### config.mk
export PLATFORM = sky130hd
export DESIGN_NAME = ple_cell
export DESIGN_NICKNAME = d
export VERILOG_FILES = /design/src/rtl/core/positional_list_engine_macros.svh /design/src/rtl/core/ple_pkg.sv /design/src/rtl/core/ple_cell.sv
export SDC_FILE = /design/constraint.sdc
export NUM_CORES = 1
export LEC_CHECK = 0
export BUFFER_PORTS_ARGS = -buffer_cell sky130_fd_sc_hd__buf_2
export CAP_MARGIN = 20
export CORE_MARGIN = 10
export CORE_UTILIZATION = 40
export CTS_BUF_LIST = sky130_fd_sc_hd__clkbuf_8
export DETAILED_ROUTE_END_ITERATION = 16
export GPL_TIMING_DRIVEN = 0
export PLACE_DENSITY = 0.82
export SYNTH_ARGS = -nofsm -noshare
export SYNTH_HDL_FRONTEND = slang
export SYNTH_SLANG_ARGS = --single-unit
### constraint.sdc
create_clock -name clk -period 3.6 [get_ports clk]
set_input_delay 0.18 -clock clk [delete_from_list [all_inputs] [get_ports clk]]
set_output_delay 0.18 -clock clk [all_outputs]
set_load 0.1 [all_outputs]
### src/rtl/core/positional_list_engine_macros.svh
// Assertion macros for the positional list engine.
// Used by the top level; expects clk and arst_n in scope.
`ifndef POSITIONAL_LIST_ENGINE_MACROS_SVH
`define POSITIONAL_LIST_ENGINE_MACROS_SVH

// Check a property on every clock edge out of reset.
`define PLE_ASSERT(lbl, prop, msg) \
	lbl: assert property (@(posedge clk) disable iff (!arst_n) (prop)) else $error(msg);

// Check a property on every clock edge, reset included.
`define PLE_ASSERT_ALWAYS(lbl, prop, msg) \
	lbl: assert property (@(posedge clk) (prop)) else $error(msg);

`endif

### src/rtl/core/ple_pkg.sv
// Shared types and constants for the positional list engine.
// No dependencies; every other file but the macros header imports it.
package ple_pkg;

	localparam int CAPACITY_DEF = 64;
	localparam int KIND_W       = 2;
	localparam int VALUE_W      = 32;
	localparam int POS_W        = 10;
	localparam int STATUS_W     = 2;
	localparam int LEN_W        = 7;
	localparam int GROUP_W      = 32;

	typedef enum logic [KIND_W-1:0] {
		OP_INSERT = 2'd0,
		OP_REMOVE = 2'd1,
		OP_SEARCH = 2'd2,
		OP_NOP    = 2'd3
	} op_kind_t;

	typedef enum logic [STATUS_W-1:0] {
		ST_DONE  = 2'd0,
		ST_EMPTY = 2'd1,
		ST_FULL  = 2'd2
	} status_code_t;

	typedef enum logic [1:0] {
		S_IDLE,
		S_EXEC,
		S_SCAN,
		S_DONE
	} state_t;

	// Broadcast command to every cell of the chain.
	typedef struct packed {
		logic insert;
		logic remove;
		logic probe;
	} cell_cmd_t;

	// Match sweep status back to the controller.
	typedef struct packed {
		logic busy;
		logic done;
		logic hit;
	} scan_stat_t;

endpackage

### src/rtl/core/ple_cell.sv
// One list cell: holds an entry, shifts to and from its neighbors,
// and flags a key match. Depends on ple_pkg.
module ple_cell
	import ple_pkg::*;
#(
	parameter int CAPACITY = CAPACITY_DEF,
	parameter int IDX      = 0,
	localparam int IW      = $clog2(CAPACITY),
	localparam int CW      = $clog2(CAPACITY + 1)
) (
	input  logic               clk,
	input  cell_cmd_t          cmd,
	input  logic [IW-1:0]      ins_at,
	input  logic [CW-1:0]      count,
	input  logic [VALUE_W-1:0] key,
	input  logic [VALUE_W-1:0] left_data,
	input  logic [VALUE_W-1:0] right_data,
	output logic [VALUE_W-1:0] data_q,
	output logic               match_q
);
	localparam logic [IW-1:0] MY_IDX = IW'(IDX);
	localparam logic [CW-1:0] MY_POS = CW'(IDX);

	// Shift up above the insert point, load at it, shift down on remove.
	always_ff @(posedge clk) begin
		if (cmd.insert) begin
			if (MY_IDX > ins_at) begin
				data_q <= left_data;
			end else if (MY_IDX == ins_at) begin
				data_q <= key;
			end
		end else if (cmd.remove) begin
			data_q <= right_data;
		end
	end

	// Flag a match only for a held entry.
	always_ff @(posedge clk) begin
		if (cmd.probe) begin
			match_q <= (data_q == key) && (MY_POS < count);
		end
	end
endmodule

* Word level (Yosys, flattened, before mapping)
Cells that the tools add are included.
** Word-level totals
- Register bits :: 33
- Output and inout bits :: 33
- Word-level logic and storage cells :: 14
** Operators by class
- Order comparisons :: 2
- Eq/ne operators :: 2
- Muxes and demuxes :: 4
- Reduce and logical (&&, ||, !) cells :: 4
** Operators with widths (number)
- 32-bit two-way mux :: 4
- 32-bit == test :: 1
- 1-bit by 7-bit less-than comparator with 1-bit output (first input constant) :: 1
- 1-bit by 6-bit > comparator with 1-bit output (first input constant) :: 1
- 6-bit logical NOT :: 1
- 3-bit by 1-bit inequality test with 1-bit output (second input constant) :: 1
- 2-bit AND reduction :: 1
- 2-bit nonzero test :: 1
- 1-bit logical AND :: 1

* Logic depth before layout (Yosys ltp)
- Word-level depth :: 4
- Mapped depth :: 4
- Mapped depth without buffers :: 4

* Worst setup path before layout
Ideal clock, no wire load.
- Kind :: input-to-reg
- Start :: input cmd[2] (netlist bit)
- End :: register data_q[0] (enable)
- Data arrival time :: 2840 ps
- Data required time :: 3134 ps
- Slack :: 295 ps
- Stages :: 3
- Path buffers :: 2
- Path through :: clkbuf_1 > buf_2 > o21ai_0
** On the way
- Longest elaborated chain between the ends :: 2
- Elaborated cells on any way between the ends :: 3
- Those cells by class :: eq/ne (1); reduce/logical (2)
** Ends and longest elaborated chain
- start: declaration :: RTL line ple_cell.sv:12 : input cell_cmd_t cmd,
- 3-bit by 1-bit inequality test with 1-bit output (no line) / 2-bit nonzero test (equally long branches)
- 2-bit AND reduction (no line) *
- end signal: assignment :: RTL line ple_cell.sv:28 : data_q <= left_data;
- end signal: assignment :: RTL line ple_cell.sv:30 : data_q <= key;
- end signal: assignment :: RTL line ple_cell.sv:33 : data_q <= right_data;
- end: declaration :: RTL line ple_cell.sv:18 : output logic [VALUE_W-1:0] data_q,
Mark *: on every way between the ends. The rest lies on a longest branch, timed or not.
A chain may end at the register's enable or synchronous reset.

* Worst setup path in the final report
- Start :: register data_q[31]
- End :: register match_q, data pin
** On the way
- Longest elaborated chain between the ends :: 2
** Ends and longest elaborated chain
- 32-bit == test :: RTL line ple_cell.sv:40 : match_q <= (data_q == key) && (MY_POS < count);
- 1-bit logical AND :: RTL line ple_cell.sv:40
- end signal: assignment :: RTL line ple_cell.sv:40
- end: declaration :: RTL line ple_cell.sv:19 : output logic match_q
No other way between the ends.

==> flow_summary.yaml <==
outcome:
  status: "complete, no violations"
pwr:
  p_comb_share_pct: 31.3
  ir_drop_uv: 279
  power_density_nw_per_um2: 473
  leakagePower_uw: 0.00111
  pwr-share-seq_pct: 39.3
  pwr-share-clk_pct: 29.3
  swShare_pct: 36.6
  power_switching_uw: 443
  p_int_uw: 767
yosys:
  synth_top_area_share_pct: 55.7
  synth_top_cell_by_area: "edfxtp_1"
  synthMostInstantiatedCell: "edfxtp_1"
  synth_flop_cell: "edfxtp_1"
  synth_area_per_cell_um2: 15.0
  synth_area_leaders: "edfxtp_1 56%, mux2_2 20%, xor2_1 14%, nor4_1 2.1%, nor4_2 2.1%"
  syn_area_um2: 1780
  seq_area_frac_synth_pct: 55.7
  synthCells: 119
  synth_edf_count: 33
  ys_types: 15
  syn-num-nets: 232
  synth-seq-cells: 33
  ys_async_sr_fraction_pct: 0
  yosysWarnings: 0
  synthTopCellsByCount: "33 x edfxtp_1, 32 x mux2_2, 28 x xor2_1"
timing:
  clock_skew_ps: 6.54
  grt_setup_unrepaired: "no"
  setup_slack_ps: 1990
  fin_hold_ws_ps: 96.8
  tightest_slew_ps: 526
  fin_crit_sh_pct: 44.8
  slew_headroom_pct: 64.8
  drv_slew: 0
  setup_viol: 0
  clock.fmax_mhz: 620
  hold_viol: 0
  period_minus_slack_ps: 1610
worst_hold_path:
  hp-class: "in -> reg"
floorplan:
  die_y_um: 86.7
  num_io_pins: 146
  start_util_pct: 41.2
  core_area_um2: 4320
  dieWidth_um: 86.7
  die_area_um2: 7520
  row_count: 24
placed_design:
  dp_worst_setup_slack_ps: 1720
  place.gp.congestion: 0.708
  port_buffers: 112
drt:
  vias: 1389
  drc: 0
  drt_iter0_drc: 31
  via_per_inst: 4.76
  routed_wl_mm: 5.05
  drtAntennaViolNets: 0
  firstDrtPassIters: 4
  wl_per_cell_um: 17.3
cts:
  cts_resized: 0
  cts_buffer_depth: 2
  clk_latency_ps: 290
  cts_root_buf: "clkbuf_8"
  cts.sinks: 33
  postCtsSetupBuffers: 0
  cts_hold_buf: 0
  clkTransAtPathRegs_ps: 80
  ctsHtreeMaxLevel: 2
  cts_tree: "yes"
  cts_buffers: 5
layout:
  final_core_util_pct: 59.2
  areaGrowthSynthToFinish_pct: 43.8
  n_fill_cell: 378
  n_antenna_cell: 0
  register_area_um2: 991
  final_layout_size_suffix_gt1_share_pct: 67.1
  nets: 352
  multi_input_area_um2: 778
critical_path:
  start_kind: "flop"
  crit_type: "reg -> reg"
  crit_arrival_ps: 1710
  worstSetupEndpointType: "flop"
  critPathMaxFanout: 2
  ff2ff_setup_slack_ps: 1990
  cp.required_ps: 3700
grt:
  grt_pass1_vias: 1643
  grt_pass1_wl_mm: 7.96
  grt_usage_pct: 13.6
  overflow: 0
  grt_max_degree: 21
  grt_antenna_before_repair: 0
run:
  maxCapViolCount: 0
## power by group through the flow
stage / Clock [µW] / Combinational (µW) / Sequential, µW
after floorplan: 0 / 77.6 / 693
after detailed placement: 0 / 383 / 485
after global placement: 0 / 374 / 485
after CTS: 362 / 384 / 476
final: 355 / 379 / 476
after global routing: 377 / 399 / 480
## logic make-up after synthesis
kind of cell | share of synthesized area (%)
compound gates | 1.12
simple gates | 5.97
mux | 20.2
buf+inv | 1.26
xor+xnor | 15.7
flops | 55.7
## cell usage in the layout, fill, tap and decap left out, types with 2 or more instances in the layout
| master | count |
|---|---|
| nand4_1 | 2 |
| buf_2 | 115 |
| xnor2_1 | 4 |
| edfxtp_1 | 33 |
| nor4_1 | 6 |
| nand3_1 | 2 |
| nor4_2 | 3 |
| xor2_1 | 28 |
| mux2_2 | 32 |
| clkbuf_8 | 5 |
## cell type report
class	instances	share of cell area, %
Clock buffer	5	2.69
Buffer	4	0.733
Timing Repair Buffer	113	23.0
Sequential cell	33	38.7
Tap cell	52	2.54
Inverter	1	0.147
Multi-Input combinational cell	81	30.4
Clock inverter	3	1.81
## stage by stage
| step | TNS (ps) | instances | cell area, µm² | power [µW] |
|---|---|---|---|---|
| after detailed placement | 0 | 284 | 2440 | 868 |
| final | 0 | 292 | 2560 | 1210 |
| after global placement | -30970 | 283 | 2410 | 860 |
| after CTS | 0 | 292 | 2560 | 1220 |
| after floorplan | 0 | 119 | 1780 | 770 |
| after global routing | 0 | 292 | 2560 | 1260 |
## routing by layer
layer	vias to the layer above	track usage, %	part of all wire, %
met4	0	5.60	2.0
li1	687	-	-
met5	-	0	0
met3	7	7.69	13
met1	617	14.2	39
met2	78	21.9	46
## registers in the layout, indices dropped and copies added, names as in the netlist
| register | flops |
|---|---|
| data_q | 32 |
| match_q | 1 |
## worst max-delay path, cell delays in order (launching register included)
cell	delay, ps
edfxtp_1	400
xor2_1	160
nor4_1	350
nand4_1	210
a2111oi_2	300
## final timing paths
kind                            startpoint       to  depth (start not counted)
worst max-delay path            data_q[31]  match_q                          4
worst min-delay path                cmd[0]  match_q                          1
worst min register to register  data_q[17]  match_q                          3
worst max register to register  data_q[31]  match_q                          4
No activity file was read; power rests on OpenSTA's default activity.
