## src/rtl/core/positional_list_engine_macros.svh

```systemverilog
// Assertion macros for the positional list engine.
// Used by the top level; expects clk and arst_n in scope.
`ifndef POSITIONAL_LIST_ENGINE_MACROS_SVH
`define POSITIONAL_LIST_ENGINE_MACROS_SVH

// Check a property on every clock edge out of reset.
`define PLE_ASSERT(lbl, prop, msg) \
	lbl: assert property (@(posedge clk) disable iff (!arst_n) (prop)) else $error(msg);

// Check a property on every clock edge, reset included.
`define PLE_ASSERT_ALWAYS(lbl, prop, msg) \
	lbl: assert property (@(posedge clk) (prop)) else $error(msg);

`endif

```

## src/rtl/core/ple_pkg.sv

```systemverilog
// Shared types and constants for the positional list engine.
// No dependencies; every other file but the macros header imports it.
package ple_pkg;

	localparam int CAPACITY_DEF = 64;
	localparam int KIND_W       = 2;
	localparam int VALUE_W      = 32;
	localparam int POS_W        = 10;
	localparam int STATUS_W     = 2;
	localparam int LEN_W        = 7;
	localparam int GROUP_W      = 32;

	typedef enum logic [KIND_W-1:0] {
		OP_INSERT = 2'd0,
		OP_REMOVE = 2'd1,
		OP_SEARCH = 2'd2,
		OP_NOP    = 2'd3
	} op_kind_t;

	typedef enum logic [STATUS_W-1:0] {
		ST_DONE  = 2'd0,
		ST_EMPTY = 2'd1,
		ST_FULL  = 2'd2
	} status_code_t;

	typedef enum logic [1:0] {
		S_IDLE,
		S_EXEC,
		S_SCAN,
		S_DONE
	} state_t;

	// Broadcast command to every cell of the chain.
	typedef struct packed {
		logic insert;
		logic remove;
		logic probe;
	} cell_cmd_t;

	// Match sweep status back to the controller.
	typedef struct packed {
		logic busy;
		logic done;
		logic hit;
	} scan_stat_t;

endpackage

```

## src/rtl/core/ple_scan.sv

```systemverilog
// Match sweep: ORs the cell match flags one 32-bit group per cycle.
// Depends on ple_pkg.
module ple_scan
	import ple_pkg::*;
#(
	parameter int CAPACITY = CAPACITY_DEF
) (
	input  logic                clk,
	input  logic                arst_n,
	input  logic                start,
	input  logic [CAPACITY-1:0] match_vec,
	output scan_stat_t          stat
);
	localparam int NG  = (CAPACITY + GROUP_W - 1) / GROUP_W;
	localparam int GIW = (NG > 1) ? $clog2(NG) : 1;
	localparam int NGP = 2 ** GIW;
	localparam logic [GIW-1:0] LAST = GIW'(NG - 1);

	logic [NGP*GROUP_W-1:0] padded;
	logic [GIW-1:0]         grp_q;
	logic                   run_q;
	logic                   done_q;
	logic                   acc_q;
	logic                   hit_q;
	logic                   grp_any;

	assign padded  = (NGP*GROUP_W)'(match_vec);
	assign grp_any = |padded[grp_q*GROUP_W +: GROUP_W];

	// Advance through the groups, accumulate, pulse done after the last.
	always_ff @(posedge clk or negedge arst_n) begin
		if (!arst_n) begin
			run_q  <= 1'b0;
			done_q <= 1'b0;
			grp_q  <= '0;
			acc_q  <= 1'b0;
		end else begin
			done_q <= 1'b0;
			if (start) begin
				run_q <= 1'b1;
				grp_q <= '0;
				acc_q <= 1'b0;
			end else if (run_q) begin
				acc_q <= acc_q | grp_any;
				if (grp_q == LAST) begin
					run_q  <= 1'b0;
					done_q <= 1'b1;
				end else begin
					grp_q <= grp_q + 1'b1;
				end
			end
		end
	end

	// Hold the final hit for the controller.
	always_ff @(posedge clk) begin
		if (run_q && grp_q == LAST) begin
			hit_q <= acc_q | grp_any;
		end
	end

	assign stat.busy = run_q;
	assign stat.done = done_q;
	assign stat.hit  = hit_q;
endmodule

```

## config.mk

```make
export PLATFORM = sky130hd
export DESIGN_NAME = ple_scan
export DESIGN_NICKNAME = d
export VERILOG_FILES = /design/src/rtl/core/positional_list_engine_macros.svh /design/src/rtl/core/ple_pkg.sv /design/src/rtl/core/ple_scan.sv
export SDC_FILE = /design/constraint.sdc
export NUM_CORES = 1
export LEC_CHECK = 0
export BUFFER_PORTS_ARGS = -buffer_cell sky130_fd_sc_hd__buf_4
export CORE_AREA = 2 2 42 44
export DETAILED_ROUTE_END_ITERATION = 12
export DIE_AREA = 0 0 44 46
export PLACE_DENSITY = 0.76
export SYNTH_ARGS = -nofsm -noshare
export SYNTH_HDL_FRONTEND = slang
export SYNTH_SLANG_ARGS = --single-unit
```

## constraint.sdc

```tcl
create_clock -name clk -period 3.6 [get_ports clk]
set_clock_uncertainty 0.2 [all_clocks]
set_input_delay 0.9 -clock clk [delete_from_list [all_inputs] [get_ports clk]]
set_output_delay 0.9 -clock clk [all_outputs]
set_load 0.005 [all_outputs]
```

# Yosys cells after proc, flatten, opt, wreduce, memory -nomap -nowiden
# Cells that the tools add are included.
# totals
reg_bits,5
in_bits,67
output_inout_bits,3
word_cells,22
# op_classes
addsub,1
shifts,1
muxes,11
bitwise_logic,1
n_reduce_logical,3
# ops
op,n
$shiftx 64x7->32,1
$reduce_or 32->1,1
$mux 1,11
$reduce_bool 2->1,1
$add 1x1->1 const B,1
$logic_and 1x1->1,1
$or 1x1->1,1

# Longest topological paths before layout
# Gate-level depths: netlist (run 1).
# logic_depth
ltp_word,5
mapped_depth,5
depth_no_buf,5

# Worst setup path after synthesis (run 1)
# OpenSTA, ideal clock, no wires.
# synth_path
path_kind,input port to flip-flop
start,input match_vec[32]
end,"register hit_q, data pin"
setup_time_ns,0.265
arrival_ns,1.627
t_required_ns,3.135
setup_slack_ns,1.507
cell_stages,4
n_path_buf,0
cell_sequence,nor4b_2 -> nand4_1 -> a221oi_2 -> o21ai_2
# synth_between
elab_chain_len,3
# synth_lines
item,line,text
start: declaration,ple_scan.sv:11,"input logic [CAPACITY-1:0] match_vec,"
$shiftx 64x7->32,ple_scan.sv:28,assign grp_any = |padded[grp_q*GROUP_W +: GROUP_W];
$reduce_or 32->1,ple_scan.sv:28,
$or 1x1->1,ple_scan.sv:58,hit_q <= acc_q | grp_any;
end signal: assignment,ple_scan.sv:58,
end: declaration,ple_scan.sv:24,logic hit_q;
# No other way between the ends.
# A chain may end at the register's enable or synchronous reset.

# Final worst setup path (run 1)
# layout_path
start,input match_vec[18]
end,"register hit_q, data pin"
# Same word-level chain as after synthesis.

==> metrics.md, run 1 <==
| Metric | Value |
|---|---|
| Outcome | completed |
| RSZ-0062 raised after global routing | no |
| Xor-xnor portion of the synthesized cell area | 0% |
| Num Clock Sinks | 5 |
| Slew margin rel. | 77.3% |
| Pwr Density | roughly 220 nW/um2 |
| Post-Place Cell Area | 908 um2 |
| Seq/Total Area, Yosys | 33.2% |
| Grt ovf | 0 |
| Total track usage | 17.4% |
| Largest family of logic cells by synthesized area | simple AND/OR/NAND/NOR gates |
| Antenna diode count | 0 |
| Worst-Margin Slew | ~0.34 ns |
| WL/cell | ~12 um |
| Synth Register Bits | 5 |
| Die Y | 46 um |
| Most frequent cells in the layout | 69 x buf_4, 11 x nor4_1, 8 x nor2_1 |
| Post-synth top area share | 25.6% |
| Yosys Warn Count | 0 |
| CP max FO | 2 |
| Area grow syn2layout | 139% |
| Slew Limit Fails | 0 |
| First-pass GRT wire length | approximately 2600 um |
| Final wirelength | 1620 um |
| Fillers | 150 |
| Largest net degree at the start of global routing | 9 |
| Count of final hold-check violations | 0 |
| Hpwl dp | 1440 um |
| Hold-fix buffer count after cts | 0 |
| Synth Area in Compound Gates | under 10% |
| Maximum VDD drop | 80.3 uV |
| Tot Pwr | 202 uW |
| H-tree Lvls | 1 |
| WP data required | 3.38 ns |
| CP cell instances | buf_4 > nor4_1 > nand4_1 > a221oi_2 > o21ai_2 |
| Buf+Inv Stages, Crit Path | 1 |
| Crit Path Category | in -> reg |
| Die width | 44 um |
| Slowest stage delay, CP | 0.30 ns |
| Clk slew on worst S/H paths | 0.04 ns |
| Design area | 935 um2 |
| Input/output buffers | 69 |
| GP Congestion | 0.690 |
| Iter 0 DRT Violations | 7 |
| Multiplexer area fraction after synthesis | 0% |
| TritonCTS clock tree | done |
| Commonest non-fill, non-tap cell in the layout | buf_4 |
| Post-Synth Simple-Gate Area | 52.1% |
| Core area | approximately 1600 um2 |
| Detailed-route via count | 649 |
| Layout cells sized above 1 | between 60% and 70% |
| Post-CTS setup buffer count | 0 |
| CTS Root Buffer Type | clkbuf_4 |
| P_leak | 0.449 nW |
| Critical path launch point type | input pin |
| Routed Antenna Nets | 0 |
| Top cell type by total area after synthesis | dfrtp_1 |
| Final setup viols | 0 |
| Synth Net Count | 112 |
| Initial Util | 24.3% |
| Endpoint type of the worst setup path | register |
| Worst path top cell family by delay | simple AND/OR/NAND/NOR gates |
| Min cycle time layout | slightly above 2 ns |
| Fraction of the mapped netlist area in adder cells | 0% |
| Max Cap Viol | 0 |
| Critical Path AT | 1.82 ns |
| CTS resizes | 0 |
| Num CTS Buffers | 3 |
| Setup TNS | 0 ns |
| Distinct cell type count of the synthesized netlist | 17 |
| Clk buf depth | 2 |
| R2R cell count | 4 |
| Clk Latency, worst-skew pair | around 0.24 ns |
| Levels on crit path | 5 |
| Layout Nets | 183 |
| Netlist Area Pre-Place | ~390 um2 |
| Period utilization | between 50% and 60% |
| Synth top area cells | dfrtp_1 26%, nor4_1 18%, edfxtp_1 7.7%, nor2_1 7.7%, nor4b_2 7.7% |
| Synth Area per Inst | a little under 9 um2 |
| Vias per cell | 4.92 |
| FP Rows | 15 |
| DRC viols | 0 |
| Initial antenna violation count | 0 |
| CP max-delay cell | nor4_1 |
| Worst min-delay path category | in -> async |
| Max Clk Rate | about 490 MHz |
| Io pins | 70 |
| Vias in the first global route | ~760 |
| Post-Synthesis Cells | 45 |
| Pre-antenna DRT Iters | 4 |
| Full die area | 2020 um2 |
==> state kept, by name (all words and copies together) (netlist names) <==
signal / flops
run_q: 1
done_q: 1
acc_q: 1
grp_q: 1
hit_q: 1
==> cell type report <==
cell class / instances / area, um2 / share of cell area (%)
repair buffers: 69 / 518 / 55.4
multi-input cells: 36 / 235 / 25.2
flip-flops and latches: 5 / 130 / 13.9
clock buffers: 4 / 26.3 / 2.81
well taps: 17 / 21.3 / 2.28
inverters: 1 / 3.75 / 0.402
==> stage by stage <==
stage | std cells | hold WS, ns | util (%) | worst slack [ns]
floorplan | 45 | 0.313 | - | 1.51
global placement | 128 | 0.347 | 56.3 | 1.31
detailed placement | 128 | 0.346 | 56.3 | 1.30
CTS | 132 | 0.240 | 57.9 | 1.55
global route | 132 | 0.244 | 57.9 | 1.41
finish | 132 | 0.245 | 57.9 | 1.56
==> cells in the mapped netlist <==
cell and number:
nor2b_1 1, a221oi_2 1, nor4b_2 2, nand4_1 4
edfxtp_1 1, nand2_1 2, o21ai_2 1, nor2_1 8
nor4_2 1, dfrtp_1 4, and2_2 1, a21o_1 1
nor3_1 2, nor4_1 11, and2_1 1, inv_1 1
buf_4 3
==> worst reg2reg max path: stages (launching register included) <==
cell      delay, ns
dfrtp_1        0.48
nor4b_2        0.26
nand4_1        0.14
a221oi_2       0.30
o21ai_2        0.08
==> layer usage <==
metal | GRT usage, % | vias to the layer above | share of wire (%)
met1 | 11.9 | 301 | 28
met2 | 41.5 | 32 | 64
li1 | - | 314 | -
met4 | 9.09 | 0 | 0.74
met5 | 0 | - | 0
met3 | 1.98 | 2 | 8.0
==> power by group <==
part	internal, mW	switching, mW	total (mW)
combinational	0.0532	0.0177	0.0709
clock	0.0419	0.0231	0.0651
sequential	0.0616	0.00405	0.0656
==> worst paths after layout <==
kind | startpoint | endpoint | slack (ns)
setup / recovery | match_vec[18] | hit_q$_DFFE_PP_ | 1.56
hold / removal | arst_n | run_q$_DFF_PN0_ | 0.24
setup reg to reg | grp_q$_DFFE_PN0P_ | hit_q$_DFFE_PP_ | 1.88
hold reg to reg | run_q$_DFF_PN0_ | run_q$_DFF_PN0_ | 0.36
max in group asynchronous | arst_n | acc_q$_DFFE_PN0P_ | 2.86
min in group clk | run_q$_DFF_PN0_ | run_q$_DFF_PN0_ | 0.36
==> cells by family after synthesis <==
family | Yosys count
AOI/OAI and AO/OA | 3
buffers and inverters | 4
DFF | 5
and+or+nand+nor | 33
No activity file was read; power rests on OpenSTA's default activity.
==> run 2, diff against run 1 <==
- CORE_AREA: 2 2 42 44 -> 2 2 45 47
- DIE_AREA: 0 0 44 46 -> 0 0 47 49
- PLACE_DENSITY: 0.76 -> 0.7
- clock period: 3.6 -> 1.7 ns (I/O delays scaled with it)
==> metrics.md, run 2 (synthesis results as in run 1) <==
| Metric | Value |
|---|---|
| Num CTS Buffers | 3 (unchanged) |
| P_leak | 0.476 nW (+6.0%) |
| Met1 Use GR | 12.0% (+0.11 points) |
| Most frequent cells in the layout | 71 x buf_4, 8 x nor2_1, 7 x nor4_1 |
| TritonCTS clock tree | done |
| Critical path launch point type | register |
| Io pins | 70 (unchanged) |
| Endpoint type of the worst setup path | register |
| GP Congestion | 0.685 (-0.74%) |
| Clk buf depth | 2 (unchanged) |
| Count of final hold-check violations | 0 (unchanged) |
| Grt ovf | 0 (unchanged) |
| Final setup viols | 0 (unchanged) |
| FF/Latch Area | 131 um2 (+0.96%) |
| Fillers | 185 (+23%) |
| Max Cap Viol | 0 (unchanged) |
| WP data required | 1.48 ns (-1.90 ns) |
| Initial antenna violation count | 0 (unchanged) |
| Pwr Density | 433 nW/um2 (+100%) |
| Routed Antenna Nets | 0 (unchanged) |
| WL/cell | 12.1 um (-1.9%) |
| Design area | 1030 um2 (+9.9%) |
| Min cycle time layout | 1.68 ns |
| Commonest non-fill, non-tap cell in the layout | buf_4 |
| Period utilization | between 90% and 100% |
| Layout cells sized above 1 | 72.3% (+4.4 points) |
| Die Y | 49 um (+6.5%) |
| FP Rows | 16 (+1) |
| Input/output buffers | 69 (unchanged) |
| Post-Place Cell Area | 936 um2 (+3.0%) |
| Slew Limit Fails | 0 (unchanged) |
| Multi-input gate area in the final layout | 278 um2 (+18%) |
| Vias per cell | 4.55 (-7.4%) |
| Slew margin rel. | 80.1% (+2.8 points) |
| Vias in the first global route | 747 (-1.3%) |
| Detailed-route via count | 665 (+2.5%) |
| Area grow syn2layout | 162% |
| R2R cell count | 4 (unchanged) |
| DRC viols | 0 (unchanged) |
| Core area | 1840 um2 (+14%) |
| Setup TNS | 0 ns (unchanged) |
| GRT Max-Usage Layer | met2 |
| Die width | 47 um (+6.8%) |
| Iter 0 DRT Violations | 2 (-5) |
| Worst Setup EP | hit_q$_DFFE_PP_ |
| Full die area | 2300 um2 (+14%) |
| Crit Path Category | reg -> reg |
| Fin util | 55.8% (-2.1 points) |
| Worst r2r dst | hit_q$_DFFE_PP_ |
| Final wirelength | 1760 um (+8.5%) |
| GRT met2 Usage | 35.8% (-5.6 points) |
| Worst Hold Slack | 0.162 ns (-0.0827 ns) |
| Total track usage | 17.5% (+0.089 points) |
| Antenna diode count | 0 (unchanged) |
| Initial Util | 21.3% (-3.0 points) |
| Clk Latency, worst-skew pair | 0.24 ns (about the same) |
| Pre-antenna DRT Iters | 4 (unchanged) |
| Layout Nets | 187 (+2.2%) |
| Largest net degree at the start of global routing | 7 (-2) |
| Worst-Margin Slew | 0.296 ns (-0.0414 ns) |
| H-tree Lvls | 1 (unchanged) |
| Met3 Use GR | 2.59% (+0.61 points) |
| RSZ-0062 raised after global routing | yes |
| Hpwl dp | 1500 um (+4.3%) |
| Worst setup startpoint | grp_q$_DFFE_PN0P_ |
| Maximum VDD drop | 179 uV (+120%) |
| Num Clock Sinks | 5 (unchanged) |
| Outcome | completed |
| CTS Root Buffer Type | clkbuf_4 |
| Worst min-delay path category | in -> reg |
| First-pass GRT wire length | 2790 um (+7.4%) |
| Clk slew on worst S/H paths | 0.04 ns (about the same) |
| R2r setup slk | 0.02 ns (-1.86 ns) |
| Critical Path AT | 1.47 ns (-0.35 ns) |
| R2R Path Start | grp_q$_DFFE_PN0P_ |
| Max Clk Rate | 594 MHz |
| CP max FO | 6 (+4) |
## run 2: timing repair
| action | 4_1_cts | 5_1_grt |
|---|---|---|
| hold endpoints to repair | 4 | 0 |
| pin swaps | 2 | 0 |
| resized for setup | 7 | 1 |
| endpoints found under the setup margin | 2 | 2 |
| hold buffers | 1 | 0 |
| setup buffers | 2 | 0 |
## run 2: metal layers
metal | wire [um] | share of wire (%)
met1 | 422 | 24
met2 | 1140 | 64
met3 | 163 | 9.3
met4 | 40 | 2.3
met5 | 0 | 0
## run 2: metrics by stage
| stage | power (mW) | worst slack [ns] | cells |
|---|---|---|---|
| final | 0.445 | 0.0164 | 146 |
| after global routing | 0.473 | -0.0788 | 146 |
| after CTS | 0.451 | -0.00763 | 147 |
| after detailed placement | 0.294 | -0.185 | 140 |
| after global placement | 0.290 | -0.138 | 140 |
| after floorplan | 0.165 | 0.0821 | 45 |
## run 2: how the worst min path moves through the flow
stage / slack (ns) / from / to / cells after the start
floorplan: -0.07 / arst_n / acc_q$_DFFE_PN0P_ / 0
global placement: 0.02 / arst_n / grp_q$_DFFE_PN0P_ / 1
detailed placement: 0.02 / arst_n / done_q$_DFF_PN0_ / 1
CTS: 0.16 / start / done_q$_DFF_PN0_ / 2
global route: 0.16 / start / done_q$_DFF_PN0_ / 2
finish: 0.16 / start / done_q$_DFF_PN0_ / 2
## run 2: cell type report
cell class / instances / area share, %
tap: 27 / 3.29
clock buffer: 4 / 2.56
inverter: 1 / 0.365
multi-input combinational: 36 / 27.0
sequential: 5 / 12.8
timing repair buffer: 73 / 54.0
## run 2: power by group
group          leakage (nW)  switching [mW]  internal [mW]  total [mW]
clock network        0.0150          0.0482         0.0887       0.137
logic                 0.407          0.0451          0.123       0.168
registers            0.0546         0.00919          0.131       0.140
total                 0.476           0.103          0.342       0.445
## run 2: critical path, stage by stage, from the launching register on
cell and delay, ns:
dfrtp_2 0.45, nor4b_2 0.24, nand4_1 0.15, a221oi_2 0.31
o21ai_2 0.08
